==> config.mk <==
export PLATFORM = sky130hd
export DESIGN_NAME = bdf_glyph_bitmap_extractor
export DESIGN_NICKNAME = d
export VERILOG_FILES = /design/src/design/bgbe_pkg.sv /design/src/design/bgbe_datapath.sv /design/src/design/bgbe_ctrl.sv /design/src/design/bdf_glyph_bitmap_extractor.sv
export VERILOG_INCLUDE_DIRS = /design/src /design/src/design
export SDC_FILE = /design/constraint.sdc
export NUM_CORES = 1
export LEC_CHECK = 0
export BUFFER_PORTS_ARGS = -buffer_cell sky130_fd_sc_hd__buf_4
export CAP_MARGIN = 20
export CORE_MARGIN = 2
export CORE_UTILIZATION = 61
export DETAILED_ROUTE_END_ITERATION = 7
export PLACE_DENSITY_LB_ADDON = 0.08
export SLEW_MARGIN = 20
export SYNTH_ARGS = -nofsm -noshare
export SYNTH_HDL_FRONTEND = slang
export SYNTH_SLANG_ARGS = --single-unit
==> constraint.sdc <==
create_clock -name clock -period 7.25 [get_ports clock]
set_clock_uncertainty 0.05 [all_clocks]
set_input_delay 1.0875 -clock clock [delete_from_list [all_inputs] [get_ports clock]]
set_output_delay 1.0875 -clock clock [all_outputs]
set_load 0.02 [all_outputs]
==> src/design/bdf_glyph_bitmap_extractor_assert.svh <==
// Assertion macros shared by the glyph extractor RTL.
`ifndef BDF_GLYPH_BITMAP_EXTRACTOR_ASSERT_SVH
`define BDF_GLYPH_BITMAP_EXTRACTOR_ASSERT_SVH

// Same-cycle implication, checked outside reset.
`define BGBE_ASSERT_SAME(label, clk, rst, ante, cons, msg) \
   label: assert property (@(posedge clk) disable iff (rst) (ante) |-> (cons)) \
      else $error(msg);

// Next-cycle implication, checked outside reset.
`define BGBE_ASSERT_NEXT(label, clk, rst, ante, cons, msg) \
   label: assert property (@(posedge clk) disable iff (rst) (ante) |=> (cons)) \
      else $error(msg);

`endif

==> src/design/bgbe_pkg.sv <==
// Shared types, constants and character helpers of the glyph bitmap extractor.
package bgbe_pkg;

   localparam int LINE_CHARS = 64;
   localparam int ROW_MAX    = LINE_CHARS / 2;
   localparam int ROW_AW     = $clog2(ROW_MAX);
   localparam int ROW_CW     = ROW_AW + 1;
   localparam int COL_W      = 8;
   localparam int CSR_IDX_W  = 1;
   localparam int CODE_MAX   = 8;

   localparam logic [COL_W-1:0] COL_SAT    = '1;
   localparam logic [COL_W-1:0] START_LEN  = COL_W'(10);
   localparam logic [COL_W-1:0] BITMAP_LEN = COL_W'(6);
   localparam logic [COL_W-1:0] END_LEN    = COL_W'(7);
   localparam logic [COL_W-1:0] LINE_LIM   = COL_W'(LINE_CHARS);
   localparam logic [7:0]       NEWLINE    = 8'd10;

   localparam logic [CSR_IDX_W-1:0] CSR_CODE_CHARS = 1'b0;
   localparam logic [CSR_IDX_W-1:0] CSR_CODE_LEN   = 1'b1;

   localparam logic [63:0] CODE_CHARS_RST = 64'd842150194;
   localparam logic [3:0]  CODE_LEN_RST   = 4'd4;

   localparam logic REQ_CHAR = 1'b0;
   localparam logic REQ_END  = 1'b1;

   localparam logic [2:0] KIND_DATA    = 3'd0;
   localparam logic [2:0] KIND_DONE    = 3'd1;
   localparam logic [2:0] KIND_MISSING = 3'd2;
   localparam logic [2:0] KIND_ODD     = 3'd3;
   localparam logic [2:0] KIND_BAD     = 3'd4;

   typedef enum logic [1:0] {
      PH_SEARCH,
      PH_BITMAP,
      PH_DATA,
      PH_DONE
   } phase_type;

   typedef enum logic [1:0] {
      RES_NONE,
      RES_ROWS,
      RES_SINGLE
   } line_res_type;

   typedef enum logic [1:0] {
      SEL_ROW,
      SEL_KIND,
      SEL_EOS
   } out_sel_type;

   typedef struct packed {
      logic              take_char;
      logic              line_end;
      logic              eos;
      logic              rd_en;
      logic [ROW_AW-1:0] rd_addr;
      logic              out_load;
      out_sel_type       out_sel;
      logic              out_last;
   } dp_cmd_type;

   typedef struct packed {
      line_res_type      line_res;
      logic [ROW_CW-1:0] row_total;
      logic              out_free;
   } dp_stat_type;

   function automatic logic [7:0] start_char(input logic [3:0] idx);
      logic [7:0] c;
      case (idx)
         4'd0:    c = "S";
         4'd1:    c = "T";
         4'd2:    c = "A";
         4'd3:    c = "R";
         4'd4:    c = "T";
         4'd5:    c = "C";
         4'd6:    c = "H";
         4'd7:    c = "A";
         4'd8:    c = "R";
         default: c = " ";
      endcase
      return c;
   endfunction

   function automatic logic [7:0] bitmap_char(input logic [2:0] idx);
      logic [7:0] c;
      case (idx)
         3'd0:    c = "B";
         3'd1:    c = "I";
         3'd2:    c = "T";
         3'd3:    c = "M";
         3'd4:    c = "A";
         default: c = "P";
      endcase
      return c;
   endfunction

   function automatic logic [7:0] end_char(input logic [2:0] idx);
      logic [7:0] c;
      case (idx)
         3'd0:    c = "E";
         3'd1:    c = "N";
         3'd2:    c = "D";
         3'd3:    c = "C";
         3'd4:    c = "H";
         3'd5:    c = "A";
         default: c = "R";
      endcase
      return c;
   endfunction

   // Bit 4 flags a hex digit, bits 3:0 carry its value.
   function automatic logic [4:0] hex_value(input logic [7:0] c);
      logic [4:0] r;
      r = 5'd0;
      if (c >= "0" && c <= "9") begin
         r = {1'b1, 4'(c - "0")};
      end else if (c >= "a" && c <= "f") begin
         r = {1'b1, 4'(c - "a" + 8'd10)};
      end else if (c >= "A" && c <= "F") begin
         r = {1'b1, 4'(c - "A" + 8'd10)};
      end
      return r;
   endfunction

endpackage

==> src/design/bgbe_datapath.sv <==
// Line parser state, row byte memory, code registers and result register.
module bgbe_datapath import bgbe_pkg::*; (
   input  logic                 clock,
   input  logic                 reset,
   input  logic                 csr_write,
   input  logic [CSR_IDX_W-1:0] csr_index,
   input  logic [63:0]          csr_data,
   input  logic [7:0]           in_ch,
   input  dp_cmd_type           cmd,
   output dp_stat_type          stat,
   input  logic                 rsp_tready,
   output logic                 rsp_tvalid,
   output logic [2:0]           rsp_kind,
   output logic [7:0]           rsp_byte,
   output logic                 rsp_last
);

   logic [63:0]       code_chars_ff;
   logic [3:0]        code_len_ff;
   phase_type         phase_ff, phase_in, phase_line;
   logic [COL_W-1:0]  column_ff, column_in;
   logic [2:0]        pflag_ff, pflag_in;
   logic [3:0]        high_nib_ff, high_nib_in;
   logic              line_bad_ff, line_bad_in;
   logic [ROW_CW-1:0] row_count_ff, row_count_in;
   logic [7:0]        row_mem [ROW_MAX];
   logic [7:0]        rd_data_ff;
   logic [2:0]        kind_ff;
   logic [2:0]        eos_kind_ff;
   logic [ROW_CW-1:0] count_ff;
   logic              out_valid_ff;
   logic [2:0]        out_kind_ff;
   logic [7:0]        out_byte_ff;
   logic              out_last_ff;

   logic [3:0]       used_len;
   logic [COL_W-1:0] code_end;
   logic             m_start, m_bitmap, m_end, done_after;
   logic [4:0]       hexv;
   logic [2:0]       code_idx;
   logic             tgt_has;
   logic [7:0]       tgt_ch;
   logic             too_long, mem_we;

   assign used_len = (code_len_ff > 4'(CODE_MAX)) ? 4'(CODE_MAX) : code_len_ff;
   assign code_end = START_LEN + COL_W'(used_len);
   assign m_start  = pflag_ff[0] && (column_ff >= code_end);
   assign m_bitmap = pflag_ff[1] && (column_ff >= BITMAP_LEN);
   assign m_end    = pflag_ff[2] && (column_ff >= END_LEN);
   assign done_after = (phase_ff == PH_DONE) || ((phase_ff == PH_DATA) && m_end);

   always_comb begin
      case (phase_ff)
         PH_SEARCH: phase_line = m_start  ? PH_BITMAP : PH_SEARCH;
         PH_BITMAP: phase_line = m_bitmap ? PH_DATA   : PH_BITMAP;
         PH_DATA:   phase_line = m_end    ? PH_DONE   : PH_DATA;
         default:   phase_line = PH_DONE;
      endcase
   end

   always_comb begin
      stat.line_res = RES_NONE;
      if (phase_ff == PH_DATA && !m_end && column_ff != '0) begin
         stat.line_res = (line_bad_ff || column_ff[0]) ? RES_SINGLE : RES_ROWS;
      end
      stat.row_total = count_ff;
      stat.out_free  = !out_valid_ff || rsp_tready;
   end

   // Per-character matching against the three line prefixes.
   assign hexv     = hex_value(in_ch);
   assign code_idx = 3'(column_ff - START_LEN);
   assign too_long = column_ff >= LINE_LIM;
   assign mem_we   = cmd.take_char && !too_long && hexv[4] && column_ff[0];

   always_comb begin
      tgt_has = 1'b0;
      tgt_ch  = 8'd0;
      if (column_ff < START_LEN) begin
         tgt_has = 1'b1;
         tgt_ch  = start_char(column_ff[3:0]);
      end else if (column_ff < code_end) begin
         tgt_has = 1'b1;
         tgt_ch  = code_chars_ff[{code_idx, 3'b000} +: 8];
      end
   end

   always_comb begin
      phase_in     = phase_ff;
      column_in    = column_ff;
      pflag_in     = pflag_ff;
      high_nib_in  = high_nib_ff;
      line_bad_in  = line_bad_ff;
      row_count_in = row_count_ff;
      if (cmd.line_end) begin
         phase_in     = cmd.eos ? PH_SEARCH : phase_line;
         column_in    = '0;
         pflag_in     = 3'b111;
         high_nib_in  = 4'd0;
         line_bad_in  = 1'b0;
         row_count_in = '0;
      end else if (cmd.take_char) begin
         if (tgt_has && tgt_ch != in_ch) begin
            pflag_in[0] = 1'b0;
         end
         if (column_ff < BITMAP_LEN && bitmap_char(column_ff[2:0]) != in_ch) begin
            pflag_in[1] = 1'b0;
         end
         if (column_ff < END_LEN && end_char(column_ff[2:0]) != in_ch) begin
            pflag_in[2] = 1'b0;
         end
         if (too_long || !hexv[4]) begin
            line_bad_in = 1'b1;
         end else if (!column_ff[0]) begin
            high_nib_in = hexv[3:0];
         end else begin
            row_count_in = {1'b0, column_ff[ROW_AW:1]} + ROW_CW'(1);
         end
         column_in = (column_ff < COL_SAT) ? column_ff + COL_W'(1) : COL_SAT;
      end
   end

   always_ff @(posedge clock) begin
      if (reset) begin
         code_chars_ff <= CODE_CHARS_RST;
         code_len_ff   <= CODE_LEN_RST;
         phase_ff      <= PH_SEARCH;
         column_ff     <= '0;
         pflag_ff      <= 3'b111;
         high_nib_ff   <= 4'd0;
         line_bad_ff   <= 1'b0;
         row_count_ff  <= '0;
         out_valid_ff  <= 1'b0;
      end else begin
         if (csr_write && csr_index == CSR_CODE_CHARS) begin
            code_chars_ff <= csr_data;
         end
         if (csr_write && csr_index == CSR_CODE_LEN) begin
            code_len_ff <= csr_data[3:0];
         end
         phase_ff     <= phase_in;
         column_ff    <= column_in;
         pflag_ff     <= pflag_in;
         high_nib_ff  <= high_nib_in;
         line_bad_ff  <= line_bad_in;
         row_count_ff <= row_count_in;
         if (cmd.out_load) begin
            out_valid_ff <= 1'b1;
         end else if (rsp_tready) begin
            out_valid_ff <= 1'b0;
         end
      end
   end

   // Result details latched when a line closes, and the result register loaded on out_load.
   always_ff @(posedge clock) begin
      if (cmd.line_end) begin
         kind_ff     <= line_bad_ff ? KIND_BAD : KIND_ODD;
         count_ff    <= row_count_ff;
         eos_kind_ff <= done_after ? KIND_DONE : KIND_MISSING;
      end
      if (cmd.out_load) begin
         out_last_ff <= cmd.out_last;
         case (cmd.out_sel)
            SEL_ROW: begin
               out_kind_ff <= KIND_DATA;
               out_byte_ff <= rd_data_ff;
            end
            SEL_KIND: begin
               out_kind_ff <= kind_ff;
               out_byte_ff <= 8'd0;
            end
            default: begin
               out_kind_ff <= eos_kind_ff;
               out_byte_ff <= 8'd0;
            end
         endcase
      end
   end

   always_ff @(posedge clock) begin
      if (mem_we) begin
         row_mem[column_ff[ROW_AW:1]] <= {high_nib_ff, hexv[3:0]};
      end
      if (cmd.rd_en) begin
         rd_data_ff <= row_mem[cmd.rd_addr];
      end
   end

   assign rsp_tvalid = out_valid_ff;
   assign rsp_kind   = out_kind_ff;
   assign rsp_byte   = out_byte_ff;
   assign rsp_last   = out_last_ff;

endmodule

==> src/design/bgbe_ctrl.sv <==
// Sequencer: accepts characters and steps through the results of a closed line.
module bgbe_ctrl import bgbe_pkg::*; (
   input  logic        clock,
   input  logic        reset,
   input  logic        req_tvalid,
   input  logic        req_type,
   input  logic [7:0]  req_ch,
   output logic        req_tready,
   input  dp_stat_type stat,
   output dp_cmd_type  cmd
);

   typedef enum logic [2:0] {
      S_RUN,
      S_READ,
      S_PUT,
      S_SINGLE,
      S_EOS
   } state_type;

   state_type         state_ff, state_in;
   logic [ROW_AW-1:0] idx_ff, idx_in;
   logic              eos_pend_ff, eos_pend_in;
   logic              ready_ff;

   logic accept, is_end, last_row;

   assign accept   = req_tvalid && ready_ff;
   assign is_end   = req_type == REQ_END;
   assign last_row = ({1'b0, idx_ff} + ROW_CW'(1)) == stat.row_total;

   always_comb begin
      state_in    = state_ff;
      idx_in      = idx_ff;
      eos_pend_in = eos_pend_ff;
      cmd         = '0;
      cmd.out_sel = SEL_ROW;
      cmd.rd_addr = idx_ff;
      case (state_ff)
         S_RUN: begin
            if (accept) begin
               if (is_end || req_ch == NEWLINE) begin
                  cmd.line_end = 1'b1;
                  cmd.eos      = is_end;
                  eos_pend_in  = is_end;
                  idx_in       = '0;
                  case (stat.line_res)
                     RES_ROWS:   state_in = S_READ;
                     RES_SINGLE: state_in = S_SINGLE;
                     default:    state_in = is_end ? S_EOS : S_RUN;
                  endcase
               end else begin
                  cmd.take_char = 1'b1;
               end
            end
         end
         S_READ: begin
            cmd.rd_en = 1'b1;
            state_in  = S_PUT;
         end
         S_PUT: begin
            if (stat.out_free) begin
               cmd.out_load = 1'b1;
               cmd.out_sel  = SEL_ROW;
               cmd.out_last = last_row && !eos_pend_ff;
               if (last_row) begin
                  state_in = eos_pend_ff ? S_EOS : S_RUN;
               end else begin
                  idx_in   = idx_ff + ROW_AW'(1);
                  state_in = S_READ;
               end
            end
         end
         S_SINGLE: begin
            if (stat.out_free) begin
               cmd.out_load = 1'b1;
               cmd.out_sel  = SEL_KIND;
               cmd.out_last = !eos_pend_ff;
               state_in     = eos_pend_ff ? S_EOS : S_RUN;
            end
         end
         S_EOS: begin
            if (stat.out_free) begin
               cmd.out_load = 1'b1;
               cmd.out_sel  = SEL_EOS;
               cmd.out_last = 1'b1;
               state_in     = S_RUN;
            end
         end
         default: state_in = S_RUN;
      endcase
   end

   always_ff @(posedge clock) begin
      if (reset) begin
         state_ff    <= S_RUN;
         idx_ff      <= '0;
         eos_pend_ff <= 1'b0;
         ready_ff    <= 1'b0;
      end else begin
         state_ff    <= state_in;
         idx_ff      <= idx_in;
         eos_pend_ff <= eos_pend_in;
         ready_ff    <= state_in == S_RUN;
      end
   end

   assign req_tready = ready_ff;

endmodule

==> src/design/bdf_glyph_bitmap_extractor.sv <==
// Top level of the glyph bitmap extractor: ports, sequencer and datapath.
//
//   channel  direction  tdata / data        tuser        tlast
//   req_     in         ch[7:0]             req_type     -
//   rsp_     out        data_byte[7:0]      kind[2:0]    last
//   csr_     in         csr_data[63:0]      (csr_index)  -
//
// Characters are accepted back to back; one that closes a line holds the
// input for the line's results. Each row byte is a row memory read, then a
// result register load; a dropped-line or final status is a load alone.
// Reset is synchronous and returns the parse state to the search for the
// glyph code; the code registers return to "2122", four characters.
// A stalled rsp_tready holds the result register and, once results are
// pending, the input side too. csr_ready stays high.
`include "bdf_glyph_bitmap_extractor_assert.svh"

module bdf_glyph_bitmap_extractor import bgbe_pkg::*; (
   input  logic                 clock,
   input  logic                 reset,
   // Character channel.
   input  logic                 req_tvalid,
   output logic                 req_tready,
   input  logic [7:0]           req_tdata,   // [7:0] ch
   input  logic                 req_tuser,   // [0] req_type
   // Result channel.
   output logic                 rsp_tvalid,
   input  logic                 rsp_tready,
   output logic [7:0]           rsp_tdata,   // [7:0] data_byte
   output logic [2:0]           rsp_tuser,   // [2:0] kind
   output logic                 rsp_tlast,
   // Register write channel.
   input  logic                 csr_valid,
   output logic                 csr_ready,
   input  logic [CSR_IDX_W-1:0] csr_index,
   input  logic [63:0]          csr_data
);

   dp_cmd_type  cmd;
   dp_stat_type stat;
   logic        csr_write;

   // Registers are writable outside reset; a write lands on this edge.
   assign csr_ready = 1'b1;
   assign csr_write = csr_valid && csr_ready;

   bgbe_ctrl u_ctrl (
      .clock      (clock),
      .reset      (reset),
      .req_tvalid (req_tvalid),
      .req_type   (req_tuser),
      .req_ch     (req_tdata),
      .req_tready (req_tready),
      .stat       (stat),
      .cmd        (cmd)
   );

   bgbe_datapath u_datapath (
      .clock      (clock),
      .reset      (reset),
      .csr_write  (csr_write),
      .csr_index  (csr_index),
      .csr_data   (csr_data),
      .in_ch      (req_tdata),
      .cmd        (cmd),
      .stat       (stat),
      .rsp_tready (rsp_tready),
      .rsp_tvalid (rsp_tvalid),
      .rsp_kind   (rsp_tuser),
      .rsp_byte   (rsp_tdata),
      .rsp_last   (rsp_tlast)
   );

   // Load the result register only when it is empty or being drained.
   `BGBE_ASSERT_SAME(a_load_when_free, clock, reset, cmd.out_load, stat.out_free, "result register overwritten")
   // End of stream always owes a status, so the input must close.
   `BGBE_ASSERT_NEXT(a_eos_blocks_input, clock, reset, req_tvalid && req_tready && req_tuser == REQ_END, !req_tready, "input open after end of stream")
   // A final status closes the results of its transfer.
   `BGBE_ASSERT_SAME(a_status_is_last, clock, reset, rsp_tvalid && (rsp_tuser == KIND_DONE || rsp_tuser == KIND_MISSING), rsp_tlast, "status without last")
   // Only data bytes carry a nonzero byte.
   `BGBE_ASSERT_SAME(a_byte_only_data, clock, reset, rsp_tvalid && rsp_tuser != KIND_DATA, rsp_tdata == 8'd0, "status carries data")

endmodule
==> flow_metrics.tcl <==
set metrics [dict create \
    drt_pass1_iterations 5 \
    leakagePower_nw 6.51 \
    maxSlewHeadroom_pct 26.8 \
    grt_max_degree 86 \
    cp-start-kind "input pin" \
    cts_tree "yes" \
    grt_pass1_vias 9923 \
    irDropWorstVdd_mv 0.212 \
    rsz0062_at_grt "no" \
    cts_hold_buf 0 \
    hpwl_mm 25.6 \
    drc_errors 0 \
    synth_area_sq_um 16800 \
    clk_latency_ps 530 \
    routed_wl_mm 39.3 \
    synth_nets 1289 \
    layout.nets 1366 \
    grt_pass1_wl_mm 59.8 \
    synth-async-reset-ratio_pct 0 \
    min_period_ps 4500 \
    finalHoldViolCount 0 \
    synth_edf_count 286 \
    num_rows 60 \
    ant_nets 0 \
    cp_max_fo 12 \
    drt_iter0_drc 1059 \
    htreeDepth 2 \
    cts.sinks 396 \
    cts_resized 0 \
    gp_routability_congestion 0.898 \
    timing.hold.ws_ps 391 \
    p_per_area_nw_per_um2 252 \
    viasPerCell 6.33 \
    yosysWarnings 0 \
    routedWlPerCell_um 24.0 \
    cp-end-kind "flip-flop" \
    cts_buffers 40 \
    antenna_found_initial 0 \
    cts_buffer_depth 3 \
    syn_area_per_cell_sq_um 14.2 \
    layoutNonFillerInstCount 1636 \
    maxCapViolations 0 \
    core_area_sq_um 27000 \
    io-pin-count 94 \
    syn2layout_area_growth_pct 14.3 \
    clk_pin_slew_worst_paths_ps 60 \
    via_count 10400 \
    dp.cells 1561 \
    max_slew.worst_pin.slew_ps 1100 \
    ys_seq_area_share_pct 64.1 \
    die-area_sq_um 29000 \
    fillers 1789 \
    finalMaxSlewViolations 0 \
    hold_class "reg -> reg" \
    ys.flop_type "edfxtp_1" \
    insertedDiodeCount 0 \
    crit_required_ps 7360 \
    crit_type "in -> reg" \
    cts-root-buf "clkbuf_16" \
    status "finished, final reports clean" \
    setup_viol 0 \
    grtUsageTotal_pct 27.8 \
    io_buffers 92 \
    post_cts_buffers 0 \
    crit_arrival_ps 4610 \
    synth-seq-cells 396 \
    synthCells 1186 \
    yosysUniqueCellTypes 70 \
    die_w_um 170 \
    final.setup.tns_ps 0 \
    max_freq_mhz 222 \
    fin_crit_sh_pct 62.0 \
    initial_core_util_pct 62.3 \
    drive_above_1_share_pct 23.2 \
    die_y_um 170 \
    overflow 0 \
]
layer usage:
layer	up-vias	global-route usage (%)	wire length, um
met5	-	0	0
met4	0	7.40	866
met3	65	4.81	2860
met2	430	42.5	18400
met1	5204	42.1	17300
li1	4656	-	-
cell families (layout without fill, tap and decap cells):
kind of cell    Yosys count  count (layout)  synth area share [%]
xor+xnor                 20              20                  1.08
mux                     123             123                  14.6
simple gates            375             375                  10.5
other cells               1               1                0.0223
compound gates          158             158                  5.76
fa+ha+maj                24              24                  1.78
flops                   396             396                  64.1
buf+inv                  89             198                  2.17
cell usage after synthesis (3+ instances only):
master / number / area share, %
a211o_1: 3 / 0.16
a211oi_1: 7 / 0.31
a21o_1: 5 / 0.22
a21oi_1: 82 / 2.4
a311oi_1: 3 / 0.16
a31oi_1: 5 / 0.19
and2_1: 4 / 0.15
and3_1: 10 / 0.37
buf_1: 10 / 0.22
buf_2: 12 / 0.36
clkbuf_1: 47 / 1.0
dfxtp_1: 110 / 13
edfxtp_1: 286 / 51
ha_1: 24 / 1.8
inv_1: 15 / 0.33
mux2_2: 10 / 0.67
mux2i_1: 16 / 0.95
mux4_1: 4 / 0.62
mux4_2: 92 / 12
nand2_1: 182 / 4.1
nand2b_1: 8 / 0.30
nand3_1: 24 / 0.71
nand3b_1: 17 / 0.76
nor2_1: 68 / 1.5
nor2b_1: 18 / 0.67
nor3_1: 11 / 0.33
nor3b_1: 4 / 0.18
nor4_1: 3 / 0.11
o21ai_0: 21 / 0.62
o21bai_1: 3 / 0.13
o22ai_1: 3 / 0.11
o31ai_1: 5 / 0.22
or2_2: 3 / 0.11
or3_1: 5 / 0.19
xnor2_1: 10 / 0.52
xor2_1: 9 / 0.47
layout make-up:
cell class              instances  area (sq um)  share of cell area, %
flip-flops and latches        396         10800                   56.1
well taps                     341           427                   2.22
inverters                      16          60.1                  0.312
clock inverters                24           309                   1.60
multi-input cells             701          5740                   29.8
repair buffers                108           831                   4.31
clock buffers                  50          1100                   5.72
final timing paths:
| kind | startpoint | to | slack, ps | cells past startpoint |
|---|---|---|---|---|
| hold reg to reg | u_datapath.row_count_ff[1] | u_datapath.count_ff[1] | 390 | 0 |
| setup reg to reg | u_datapath.column_ff[1] | u_datapath.pflag_ff[0] | 2880 | 10 |
| setup / recovery | req_tdata[0] | u_datapath.row_mem[4][7] | 2750 | 10 |
| hold / removal | u_datapath.row_count_ff[1] | u_datapath.count_ff[1] | 390 | 0 |
cells in the final DEF (no fill, tap or decap), types with 16 or more instances in the layout:
cell       Yosys  final
clkbuf_16      0     42
edfxtp_1     286    286
dfxtp_1      110    108
a21oi_1       82     81
nand3_1       24     24
nor2b_1       18     17
nand3b_1      17     17
nor2_1        68     68
o21ai_0       21     19
mux2i_1       16     16
buf_4          2    107
ha_1          24     24
nand2_1      182    182
mux4_2        92     92
flip-flops by register name (all words and copies together) (netlist names), 4 cells and up, named ones only:
register,flops
u_ctrl.idx_ff,5
u_datapath.code_chars_ff,64
u_datapath.code_len_ff,4
u_datapath.column_ff,8
u_datapath.count_ff,6
u_datapath.high_nib_ff,4
u_datapath.rd_data_ff,8
u_datapath.row_count_ff,6
u_datapath.row_mem,256
u_datapath.rsp_byte,8
stage by stage:
stage                     power [W]  setup WS (ps)  utilization [%]  cell area (sq um)
after floorplan             0.00264           2820                -              16800
after global placement      0.00273           2510             65.9              17800
after detailed placement    0.00273           2350             65.9              17800
after CTS                   0.00488           2870             71.1              19200
after global routing        0.00499           2570             71.3              19300
final                       0.00485           2750             71.3              19300
worst max-delay path: stages:
cell and delay, ps:
buf_4 170, inv_1 110, ha_1 230, nor3b_1 130, or4_1 440, o21ai_0 530
and3_1 300, and2_1 360, nand2_1 460, nor2_1 770
power breakdown:
part           total (W)  switching (W)  internal, W
logic           0.000234       0.000133     0.000100
registers        0.00245      0.0000195      0.00244
clock network    0.00217       0.000861      0.00130
total            0.00485        0.00101      0.00384
Power figures use the tool's default switching activity.
